==> config.mk <==
export PLATFORM = sky130hd
export DESIGN_NAME = cpu8_execute_stage_unit
export DESIGN_NICKNAME = d
export VERILOG_FILES = /design/src/hdl/cpu8_pkg.sv /design/src/hdl/cpu8_regfile.sv /design/src/hdl/cpu8_dmem.sv /design/src/hdl/cpu8_alu.sv /design/src/hdl/cpu8_execute_stage_unit.sv
export SDC_FILE = /design/constraint.sdc
export NUM_CORES = 2
export LEC_CHECK = 0
export ABC_CLOCK_PERIOD_IN_PS = 7700
export BUFFER_PORTS_ARGS = -buffer_cell sky130_fd_sc_hd__buf_4
export CAP_MARGIN = 20
export CORE_AREA = 2 2 443 445
export DETAILED_ROUTE_END_ITERATION = 10
export DIE_AREA = 0 0 445 447
export HOLD_SLACK_MARGIN = 0.12
export PLACE_DENSITY = 0.84
export REMOVE_ABC_BUFFERS = 1
export SLEW_MARGIN = 5
export SYNTH_ARGS = -nofsm -noshare
export SYNTH_HDL_FRONTEND = slang
export SYNTH_HIERARCHICAL = 1
export SYNTH_SLANG_ARGS = --single-unit
==> constraint.sdc <==
create_clock -name clk -period 7.7 [get_ports clk]
set_clock_uncertainty 0.05 [all_clocks]
set_input_delay 0.385 -clock clk [delete_from_list [all_inputs] [get_ports clk]]
set_output_delay 0.385 -clock clk [all_outputs]
set_load 0.005 [all_outputs]
==> src/hdl/cpu8_pkg.sv <==
// Shared constants, types and index helpers for the 8-bit execute stage.
package cpu8_pkg;

  localparam int NUM_REGS  = 64;
  localparam int MEM_BYTES = 256;
  localparam int RIDX_W    = (NUM_REGS > 1) ? $clog2(NUM_REGS) : 1;
  localparam int MADDR_W   = (MEM_BYTES > 1) ? $clog2(MEM_BYTES) : 1;

  localparam logic [3:0] OP_ADD   = 4'h0;
  localparam logic [3:0] OP_SUB   = 4'h1;
  localparam logic [3:0] OP_MUL   = 4'h2;
  localparam logic [3:0] OP_AND   = 4'h3;
  localparam logic [3:0] OP_OR    = 4'h4;
  localparam logic [3:0] OP_ROTL  = 4'h5;
  localparam logic [3:0] OP_ROTR  = 4'h6;
  localparam logic [3:0] OP_LOAD  = 4'h7;
  localparam logic [3:0] OP_STORE = 4'h8;
  localparam logic [3:0] OP_BEQZ  = 4'h9;
  localparam logic [3:0] OP_JR    = 4'hA;
  localparam logic [3:0] OP_MOVI  = 4'hB;

  typedef logic [RIDX_W-1:0]  ridx_t;
  typedef logic [MADDR_W-1:0] maddr_t;

  typedef struct packed {
    logic [3:0]  opcode;
    ridx_t       ra;
    logic [7:0]  operand;
    logic [15:0] instr_pc;
  } instr_t;

  typedef struct packed {
    logic        redirect;
    logic [15:0] target_pc;
    logic        reg_written;
    logic [5:0]  written_index;
    logic [7:0]  written_value;
  } res_t;

  typedef struct packed {
    logic       en;
    maddr_t     addr;
    logic [7:0] data;
  } store_req_t;

  // Register counts and memory sizes are powers of two: reduce by masking.
  function automatic ridx_t reg_idx(input logic [7:0] v);
    reg_idx = v[RIDX_W-1:0];
  endfunction

  function automatic maddr_t mem_addr(input logic [7:0] v);
    mem_addr = v[MADDR_W-1:0];
  endfunction

endpackage

==> src/hdl/cpu8_regfile.sv <==
// Register file: two synchronous read ports, one write port, valid bits, bypass.
module cpu8_regfile import cpu8_pkg::*; (
  input  logic       clk,
  input  logic       rst,
  input  logic       rd_en,
  input  ridx_t      rd_addr_a,
  input  ridx_t      rd_addr_b,
  output logic [7:0] rd_data_a,
  output logic [7:0] rd_data_b,
  input  logic       wr_en,
  input  ridx_t      wr_addr,
  input  logic [7:0] wr_data
);

  logic [7:0]          mem [NUM_REGS];
  logic [NUM_REGS-1:0] vld;
  logic [7:0]          q_a, q_b, fwd_data;
  logic                vld_a, vld_b, fwd_a, fwd_b;

  always_ff @(posedge clk) begin
    if (wr_en) begin
      mem[wr_addr] <= wr_data;
    end
    if (rd_en) begin
      q_a <= mem[rd_addr_a];
      q_b <= mem[rd_addr_b];
    end
  end

  always_ff @(posedge clk) begin
    if (rst) begin
      vld   <= '0;
      vld_a <= 1'b0;
      vld_b <= 1'b0;
      fwd_a <= 1'b0;
      fwd_b <= 1'b0;
    end else begin
      if (wr_en) begin
        vld[wr_addr] <= 1'b1;
      end
      if (rd_en) begin
        vld_a <= vld[rd_addr_a];
        vld_b <= vld[rd_addr_b];
        fwd_a <= wr_en && (wr_addr == rd_addr_a);
        fwd_b <= wr_en && (wr_addr == rd_addr_b);
      end
    end
  end

  always_ff @(posedge clk) begin
    if (rd_en) begin
      fwd_data <= wr_data;
    end
  end

  // Same-edge write wins over the stale array read; unwritten entries read zero.
  assign rd_data_a = fwd_a ? fwd_data : (vld_a ? q_a : 8'h00);
  assign rd_data_b = fwd_b ? fwd_data : (vld_b ? q_b : 8'h00);

endmodule

==> src/hdl/cpu8_dmem.sv <==
// Byte data memory: one synchronous read port, one write port, valid bits, bypass.
module cpu8_dmem import cpu8_pkg::*; (
  input  logic       clk,
  input  logic       rst,
  input  logic       rd_en,
  input  maddr_t     rd_addr,
  output logic [7:0] rd_data,
  input  store_req_t wr
);

  logic [7:0]           mem [MEM_BYTES];
  logic [MEM_BYTES-1:0] vld;
  logic [7:0]           q, fwd_data;
  logic                 vld_q, fwd;

  always_ff @(posedge clk) begin
    if (wr.en) begin
      mem[wr.addr] <= wr.data;
    end
    if (rd_en) begin
      q        <= mem[rd_addr];
      fwd_data <= wr.data;
    end
  end

  always_ff @(posedge clk) begin
    if (rst) begin
      vld   <= '0;
      vld_q <= 1'b0;
      fwd   <= 1'b0;
    end else begin
      if (wr.en) begin
        vld[wr.addr] <= 1'b1;
      end
      if (rd_en) begin
        vld_q <= vld[rd_addr];
        fwd   <= wr.en && (wr.addr == rd_addr);
      end
    end
  end

  assign rd_data = fwd ? fwd_data : (vld_q ? q : 8'h00);

endmodule

==> src/hdl/cpu8_alu.sv <==
// Execute datapath: computes the result and the store request of one instruction.
module cpu8_alu import cpu8_pkg::*; (
  input  instr_t     instr,
  input  logic [7:0] a,
  input  logic [7:0] b,
  input  logic [7:0] load_data,
  output res_t       res,
  output store_req_t store
);

  logic [15:0] prod;
  logic [2:0]  rl_amt, rr_amt;
  logic [15:0] rl_dbl, rr_dbl;
  logic [15:0] br_target;
  logic [7:0]  ra_ext;

  assign prod      = a * b;
  assign rl_amt    = instr.operand[2:0];
  assign rr_amt    = 3'd0 - rl_amt;
  assign rl_dbl    = {a, a} << rl_amt;
  assign rr_dbl    = {a, a} << rr_amt;
  assign br_target = instr.instr_pc + 16'd1 + {{8{instr.operand[7]}}, instr.operand};
  assign ra_ext    = 8'(instr.ra);

  always_comb begin
    res        = '0;
    store.en   = 1'b0;
    store.addr = mem_addr(instr.operand);
    store.data = a;
    case (instr.opcode)
      OP_ADD:  begin res.written_value = a + b;         res.reg_written = 1'b1; end
      OP_SUB:  begin res.written_value = a - b;         res.reg_written = 1'b1; end
      OP_MUL:  begin res.written_value = prod[7:0];     res.reg_written = 1'b1; end
      OP_AND:  begin res.written_value = a & b;         res.reg_written = 1'b1; end
      OP_OR:   begin res.written_value = a | b;         res.reg_written = 1'b1; end
      OP_ROTL: begin res.written_value = rl_dbl[15:8];  res.reg_written = 1'b1; end
      OP_ROTR: begin res.written_value = rr_dbl[15:8];  res.reg_written = 1'b1; end
      OP_LOAD: begin res.written_value = load_data;     res.reg_written = 1'b1; end
      OP_MOVI: begin res.written_value = instr.operand; res.reg_written = 1'b1; end
      OP_STORE: begin
        res.written_value = a;
        store.en          = 1'b1;
      end
      OP_BEQZ: begin
        if (a == 8'h00) begin
          res.redirect  = 1'b1;
          res.target_pc = br_target;
        end
      end
      OP_JR: begin
        res.redirect  = 1'b1;
        res.target_pc = {a, b};
      end
      default: begin
      end
    endcase
    if (res.reg_written) begin
      res.written_index = ra_ext[5:0];
    end
  end

endmodule

==> src/hdl/cpu8_execute_stage_unit.sv <==
// Top level of the 8-bit execute stage: read stage, execute/write-back stage, output register.
// The read edge registers the operand reads; the execute edge registers the output register.
// Throughput: one instruction per cycle unless out_ready stalls, set by the single write port
//   of each store; results of one are visible to the very next via read-port bypass.
// Reset: synchronous, clears the pipeline valids and the per-entry valid bits of the
//   register file and data memory; unwritten entries read as zero, no clearing pass.
module cpu8_execute_stage_unit import cpu8_pkg::*; (
  input  logic        clk,
  input  logic        rst,
  // instruction channel
  input  logic        in_valid,
  output logic        in_ready,
  input  logic [3:0]  opcode,
  input  logic [5:0]  first_reg,
  input  logic [7:0]  operand,
  input  logic [15:0] instr_pc,
  // result channel
  output logic        out_valid,
  input  logic        out_ready,
  output logic        redirect,
  output logic [15:0] target_pc,
  output logic        reg_written,
  output logic [5:0]  written_index,
  output logic [7:0]  written_value
);

  // Stage 1 holds the instruction whose operands are being read out of the stores.
  logic       s1_valid;
  instr_t     s1_instr;
  logic       s1_fire;
  logic       in_fire;

  logic [7:0] rd_a, rd_b, ld_data;
  res_t       s1_res;
  store_req_t s1_store;
  store_req_t dm_wr;
  res_t       out_res;

  ridx_t      in_ra, in_rb;

  // Stage 1 retires into the output register whenever that register is free or draining.
  assign s1_fire  = s1_valid && (!out_valid || out_ready);
  // A new transaction is taken when stage 1 is empty or empties in the same cycle.
  assign in_ready = !s1_valid || s1_fire;
  assign in_fire  = in_valid && in_ready;

  assign in_ra = reg_idx(8'(first_reg));
  assign in_rb = reg_idx(operand);

  always_ff @(posedge clk) begin
    if (rst) begin
      s1_valid <= 1'b0;
    end else if (in_fire) begin
      s1_valid <= 1'b1;
    end else if (s1_fire) begin
      s1_valid <= 1'b0;
    end
  end

  always_ff @(posedge clk) begin
    if (in_fire) begin
      s1_instr.opcode   <= opcode;
      s1_instr.ra       <= in_ra;
      s1_instr.operand  <= operand;
      s1_instr.instr_pc <= instr_pc;
    end
  end

  // Reads are issued at the accept edge; writes of the retiring instruction land on
  // the same edge and are bypassed inside the store modules.
  cpu8_regfile u_regfile (
    .clk       (clk),
    .rst       (rst),
    .rd_en     (in_fire),
    .rd_addr_a (in_ra),
    .rd_addr_b (in_rb),
    .rd_data_a (rd_a),
    .rd_data_b (rd_b),
    .wr_en     (s1_fire && s1_res.reg_written),
    .wr_addr   (s1_instr.ra),
    .wr_data   (s1_res.written_value)
  );

  assign dm_wr.en   = s1_fire && s1_store.en;
  assign dm_wr.addr = s1_store.addr;
  assign dm_wr.data = s1_store.data;

  cpu8_dmem u_dmem (
    .clk     (clk),
    .rst     (rst),
    .rd_en   (in_fire),
    .rd_addr (mem_addr(operand)),
    .rd_data (ld_data),
    .wr      (dm_wr)
  );

  cpu8_alu u_alu (
    .instr     (s1_instr),
    .a         (rd_a),
    .b         (rd_b),
    .load_data (ld_data),
    .res       (s1_res),
    .store     (s1_store)
  );

  // Output register: holds a finished transaction until the consumer takes it.
  always_ff @(posedge clk) begin
    if (rst) begin
      out_valid <= 1'b0;
    end else if (s1_fire) begin
      out_valid <= 1'b1;
    end else if (out_ready) begin
      out_valid <= 1'b0;
    end
  end

  always_ff @(posedge clk) begin
    if (s1_fire) begin
      out_res <= s1_res;
    end
  end

  assign redirect      = out_res.redirect;
  assign target_pc     = out_res.target_pc;
  assign reg_written   = out_res.reg_written;
  assign written_index = out_res.written_index;
  assign written_value = out_res.written_value;

endmodule

# Word level (Yosys, flattened, before mapping)

Memories as Yosys holds them, arrays and structs flattened. A register that Yosys moved wholly into a read port is not among the register bits.
Index checks and enable logic that the tools add are counted.

Bits in registers: 410
Latch bits: 0
Bits in writable memories: 2560
ROM bits: 0
Input bits: 38
Output and inout bits: 34
Logic and storage cells: 103
Memories kept: 2

$add $sub $neg: 5
Multipliers: 1
Divide/modulo/power cells: 0
Magnitude comparators: 7
Equality and inequality tests: 14
Shifts and indexed selects: 2
Mux-type cells: 29
Bitwise logic cells: 4
Reductions and logical operators: 18

Memory list:

| memory        | depth | bits a word | rd ports | clocked after memory_dff | write ports | RTL line           | RTL |
|---|---|---|---|---|---|---|---|
| u_dmem.mem    | 256   | 8           | 1        | 1                        | 1           | cpu8_dmem.sv:11    | `logic [7:0] mem [MEM_BYTES];` |
| u_regfile.mem | 64    | 8           | 2        | 2                        | 1           | cpu8_regfile.sv:15 | `logic [7:0] mem [NUM_REGS];` |

Operator list:

| operator                | number |
|---|---|
| $or A256 B256 Y256      | 1 |
| $pmux W8 S10            | 1 |
| $or A64 B64 Y64         | 1 |
| $mux W8                 | 6 |
| $pmux W17 S2            | 1 |
| $shl A16 B3 Y16         | 2 |
| $lt A6 B7 Y1 const B    | 3 |
| $lt A8 B9 Y1 const B    | 2 |
| $mux W17                | 1 |
| $add A16 B1 Y16 const B | 1 |
| $add A16 B16 Y16        | 1 |
| $eq A4 B3 Y1 const B    | 4 |
| $eq A4 B4 Y1 const B    | 4 |
| $mux W1                 | 15 |
| $bmux W1 S6             | 2 |
| $eq A6 B6 Y1            | 2 |
| $logic_and A1 B1 Y1     | 9 |
| $reduce_or A9 Y1        | 1 |
| $add A8 B8 Y8           | 1 |
| $and A8 B8 Y8           | 1 |
| $bmux W1 S8             | 1 |
| $demux W1 S8            | 1 |
| $eq A4 B2 Y1 const B    | 2 |
| $eq A8 B8 Y1            | 1 |
| other kinds (13)        | 16 |

# Logic depth before layout (Yosys ltp)

Depth after elaboration: 6
Depth in mapped cells: 20
Gate-level depth less buffers: 17

# Hierarchy

The synthesis kept the hierarchy.

Modules (own cells, without submodules):

| module                  | times used | cells an instance | area each (µm²) | seq. area each (µm²) |
|---|---|---|---|---|
| cpu8_dmem               | 1          | 4535              | 88590.0         | 67144.4 |
| cpu8_regfile            | 1          | 1445              | 27908.0         | 17456.7 |
| cpu8_alu                | 1          | 458               | 3275.6          | 0.0 |
| cpu8_execute_stage_unit | 1          | 78                | 2097.0          | 2021.9 |

# Worst setup path after synthesis

Ideal clock, no wire load.

Path type: register to register
From: register u_regfile.fwd_a
To: register u_regfile.fwd_data[4] (data pin)
Setup time: 684 ps
Arrival time: 4887 ps
Required time: 6966 ps
Setup slack: 2079 ps
Stages on the path, launching flop included: 19
Buffers on the path: 3
Clock period less this slack: 5621 ps
Cells stage by stage: dfxtp_1 -> clkbuf_1 -> nor2b_1 -> clkbuf_1 -> a22o_1 -> clkbuf_1 -> inv_1 -> nor2_1 -> ha_1 -> fa_1 -> ha_1 -> inv_1 -> fa_1 -> inv_1 -> fa_1 -> nand2_1 -> o21ai_0 -> a221oi_1 -> nand4_1

RTL lines:

| what                   | RTL line           | RTL |
|---|---|---|
| start, declared        | cpu8_regfile.sv:18 | `logic vld_a, vld_b, fwd_a, fwd_b;` |
| start signal, assigned | cpu8_regfile.sv:44 | `fwd_a <= wr_en && (wr_addr == rd_addr_a);` |
| end signal, assigned   | cpu8_regfile.sv:52 | `fwd_data <= wr_data;` |
| end, declared          | cpu8_regfile.sv:17 | `logic [7:0] q_a, q_b, fwd_data;` |

==> results.yml <==
setup_path:
  r2r_cells: 17
  start_kind: "flop"
  r2r-start: "u_regfile/fwd_a$_SDFFE_PP0P_"
  end_kind: "flop"
  crit_chain: "nor2b_1 -> buf_4 -> a22o_4 -> nand2_1 -> fa_1 -> fa_1 -> inv_1 -> fa_1 -> inv_1 -> fa_1 -> inv_1 -> ha_1 -> xnor2_1 -> nand2_1 -> nand3_1 -> a221o_2 -> buf_16"
  crit_type: "flop to flop"
  reg2reg_to: "u_regfile/mem[51][6]$_DFFE_PP_"
  critPathTopFamily: "adder cells"
  crit_top_cell: "fa_1"
  slowest_stage: "a221o_2"
  cp_max_fo: 60
  crit_start: "u_regfile/fwd_a$_SDFFE_PP0P_"
  worstPathArrival_ps: 6460
  required_ps: 8300
  path_buf_inv: 5
  rrSetupSlack_ps: 1840
  max_stage_delay_ps: 620
global_routing:
  grt-ovfl-total: 0
  grt_use_total: 0.331
  antenna_found_initial: 7
  first_global_vias: 69936
  grt_start_max_net_pins: 240
  grt_pass1_wl_um: 476000
clocking:
  ctsResizeCount: 0
  cts_buffers: 303
  htree_levels: 5
  root_buffer: "clkbuf_16"
  clkSinkCount: 2994
  post-cts-setup-buffers: 0
  path_clk_slew_ps: 70
  holdBufCountCts: 47
  clk_latency_ps: 950
  cts_tree: "yes"
  cts_max_path_buffers: 4
layout:
  final_cell_mix: "edfxtp_1 (2666), nor2_1 (938), mux4_2 (925)"
  fin_util: 0.698
  fin_nets: 6756
  layout_commonest_cell: "edfxtp_1"
  layout.cells.non_filler: 9441
  final-seq-area_mm2: 0.0866
  multiInputGateArea_mm2: 0.0330
  drive_above_1_share: 0.247
  area_growth_syn_to_layout_pct: 11.1
  fin_area_mm2: 0.135
  fillerInstances: 10751
die:
  rows: 162
  io_pins: 72
  die_w_um: 445
  fp.dieH_um: 447
  die_area_mm2: 0.199
  core_mm2: 0.194
  start_util: 0.628
power_and_ir_drop:
  p_per_area_mw_per_mm2: 253
  p_leak_nw: 43.7
  p_total_mw: 34.3
  irDropWorstVdd_mv: 0.275
synthesis:
  synth-edff-count: 2666
  synth_cell_types: 73
  ys_seq_area_frac: 0.711
  syn_avg_cell_area_um2: 18.7
  ys_ff_latch: 2994
  ys.flop_type: "edfxtp_1"
  async_flop_share: 0
  syn-cell-area_mm2: 0.122
  synth_cells: 6516
  ys_warn_count: 6
flow_run:
  max_cap_violations: 0
sta:
  period_needed_ps: 5860
  slew_violations: 0
  whs_ps: 234
  rsz0062_at_grt: "no"
  fin_tns_setup_ps: 0
  worst_slew_pin_slew_ps: 1320
  finalCritPeriodShare: 0.761
  setup_viol_count_final: 0
  slew_headroom: 0.112
  finalWorstSetupSlack_ps: 1840
  max_freq_ghz: 0.171
  hold_violations: 0
drt:
  wl_per_cell_um: 35.4
  antenna_left: 0
  vias: 69728
  first_iter_violations: 11857
  first_pass_iters: 9
  wl_um: 334000
  viasPerCell: 7.39
  drcViolationCount: 0
placement:
  place_inst: 8827
  gp_congestion: 0.909
  place_ws_ps: 1610
  place_area_mm2: 0.125
  hpwl_um: 183000
  io_buffers: 71
run_status:
  status: "complete, no violations"
min_path:
  holdPathStages: 4
  min_from: "operand[5]"
  holdPathEnd: "u_dmem/vld_q$_SDFFE_PP0P_"
  min_path_type: "primary input to flop"
==> sequential cells by signal, indices dropped and copies added, names as in the netlist, 6 cells and up <==
register / flops
u_regfile/vld: 64
u_regfile/q_b: 8
u_dmem/mem: 2048
target_pc: 16
u_regfile/q_a: 8
written_index: 6
s1_instr: 34
u_dmem/vld: 256
written_value: 8
u_dmem/fwd_data: 8
u_dmem/q: 8
u_regfile/mem: 512
u_regfile/fwd_data: 8
==> cells by family (layout without fill, tap and decap cells) <==
family / after synthesis / in the layout / share of synthesized area
other: 0 / 6 / 0
buffers and inverters: 488 / 865 / 0.0194
AO/OA/AOI/OAI: 621 / 621 / 0.0380
flip-flops: 2994 / 2994 / 0.711
adder cells (fa/ha/maj): 56 / 56 / 0.00661
multiplexers: 984 / 984 / 0.176
XOR/XNOR: 60 / 60 / 0.00431
AND/OR/NAND/NOR: 1313 / 1313 / 0.0448
==> cell type report <==
cell class,instances,share of cell area
flip-flops and latches,2994,0.640
multi-input cells,3034,0.244
clock buffers,411,0.0630
diodes,6,0.000111
well taps,2542,0.0235
clock inverters,125,0.00870
repair buffers,280,0.0200
inverters,49,0.00136
==> routing by layer <==
layer | wire length [um] | track usage
met5 | 57 | 0
met4 | 25600 | 0.198
met3 | 41800 | 0.0736
met2 | 159000 | 0.523
met1 | 107000 | 0.428
==> how the worst max path moves through the flow <==
| stage | endpoint | slack (ps) | cells past startpoint |
|---|---|---|---|
| 2_1_floorplan | u_regfile/fwd_data[4]$_DFFE_PP_ | -1630 | 15 |
| 3_3_place_gp | u_regfile/mem[28][7]$_DFFE_PP_ | 1670 | 16 |
| 3_5_place_dp | u_regfile/mem[26][7]$_DFFE_PP_ | 1610 | 16 |
| 4_1_cts | u_regfile/mem[53][7]$_DFFE_PP_ | 1470 | 16 |
| 5_1_grt | u_regfile/mem[52][6]$_DFFE_PP_ | 1590 | 17 |
| 6_report | u_regfile/mem[51][6]$_DFFE_PP_ | 1840 | 17 |
==> worst register-to-register path: stages, from the launching register on <==
cell and delay, ps:
dfxtp_1 470, nor2b_1 240, buf_4 230, a22o_4 590
nand2_1 210, fa_1 500, fa_1 570, inv_1 60
fa_1 470, inv_1 50, fa_1 520, inv_1 40
ha_1 310, xnor2_1 170, nand2_1 80, nand3_1 70
a221o_2 620, buf_16 300
==> synthesized netlist by cell type (all sizes together), types with 3 or more instances <==
cell type	number	area [um^2]
a22o	96	841
o22ai	62	388
fa	14	280
mux4	925	20800
ha	42	526
mux2i	32	324
clkbuf	253	950
a221oi	72	687
a21o	6	45.0
nor4	12	75.1
xnor2	41	359
nor3	60	300
or3	3	18.8
nor2b	31	194
nand3b	5	50.1
a31oi	13	81.3
o221ai	8	70.1
edfxtp	2666	80100
nand4	16	100
a211oi	6	45.0
nand2b	28	175
dfxtp	328	6570
inv	48	180
o21a	4	30.0
or2	12	75.1
o32ai	5	43.8
o41ai	4	35.0
a2111o	3	33.8
o21ba	29	290
buf	186	1230
a21oi	98	494
o21ai	37	185
nor2	941	3530
xor2	19	166
o2111ai	4	35.0
a22oi	158	1190
nand2	128	480
mux2	27	304
and2	26	165
nand3	39	195
and3	4	25.0
==> where the power goes <==
group	internal (mW)	switching, mW	total (mW)
clock	8.44	6.15	14.6
sequential	17.7	0.0464	17.8
combinational	0.717	1.24	1.96
total	26.9	7.43	34.3
Note: power is estimated with default switching activity, not from simulation.
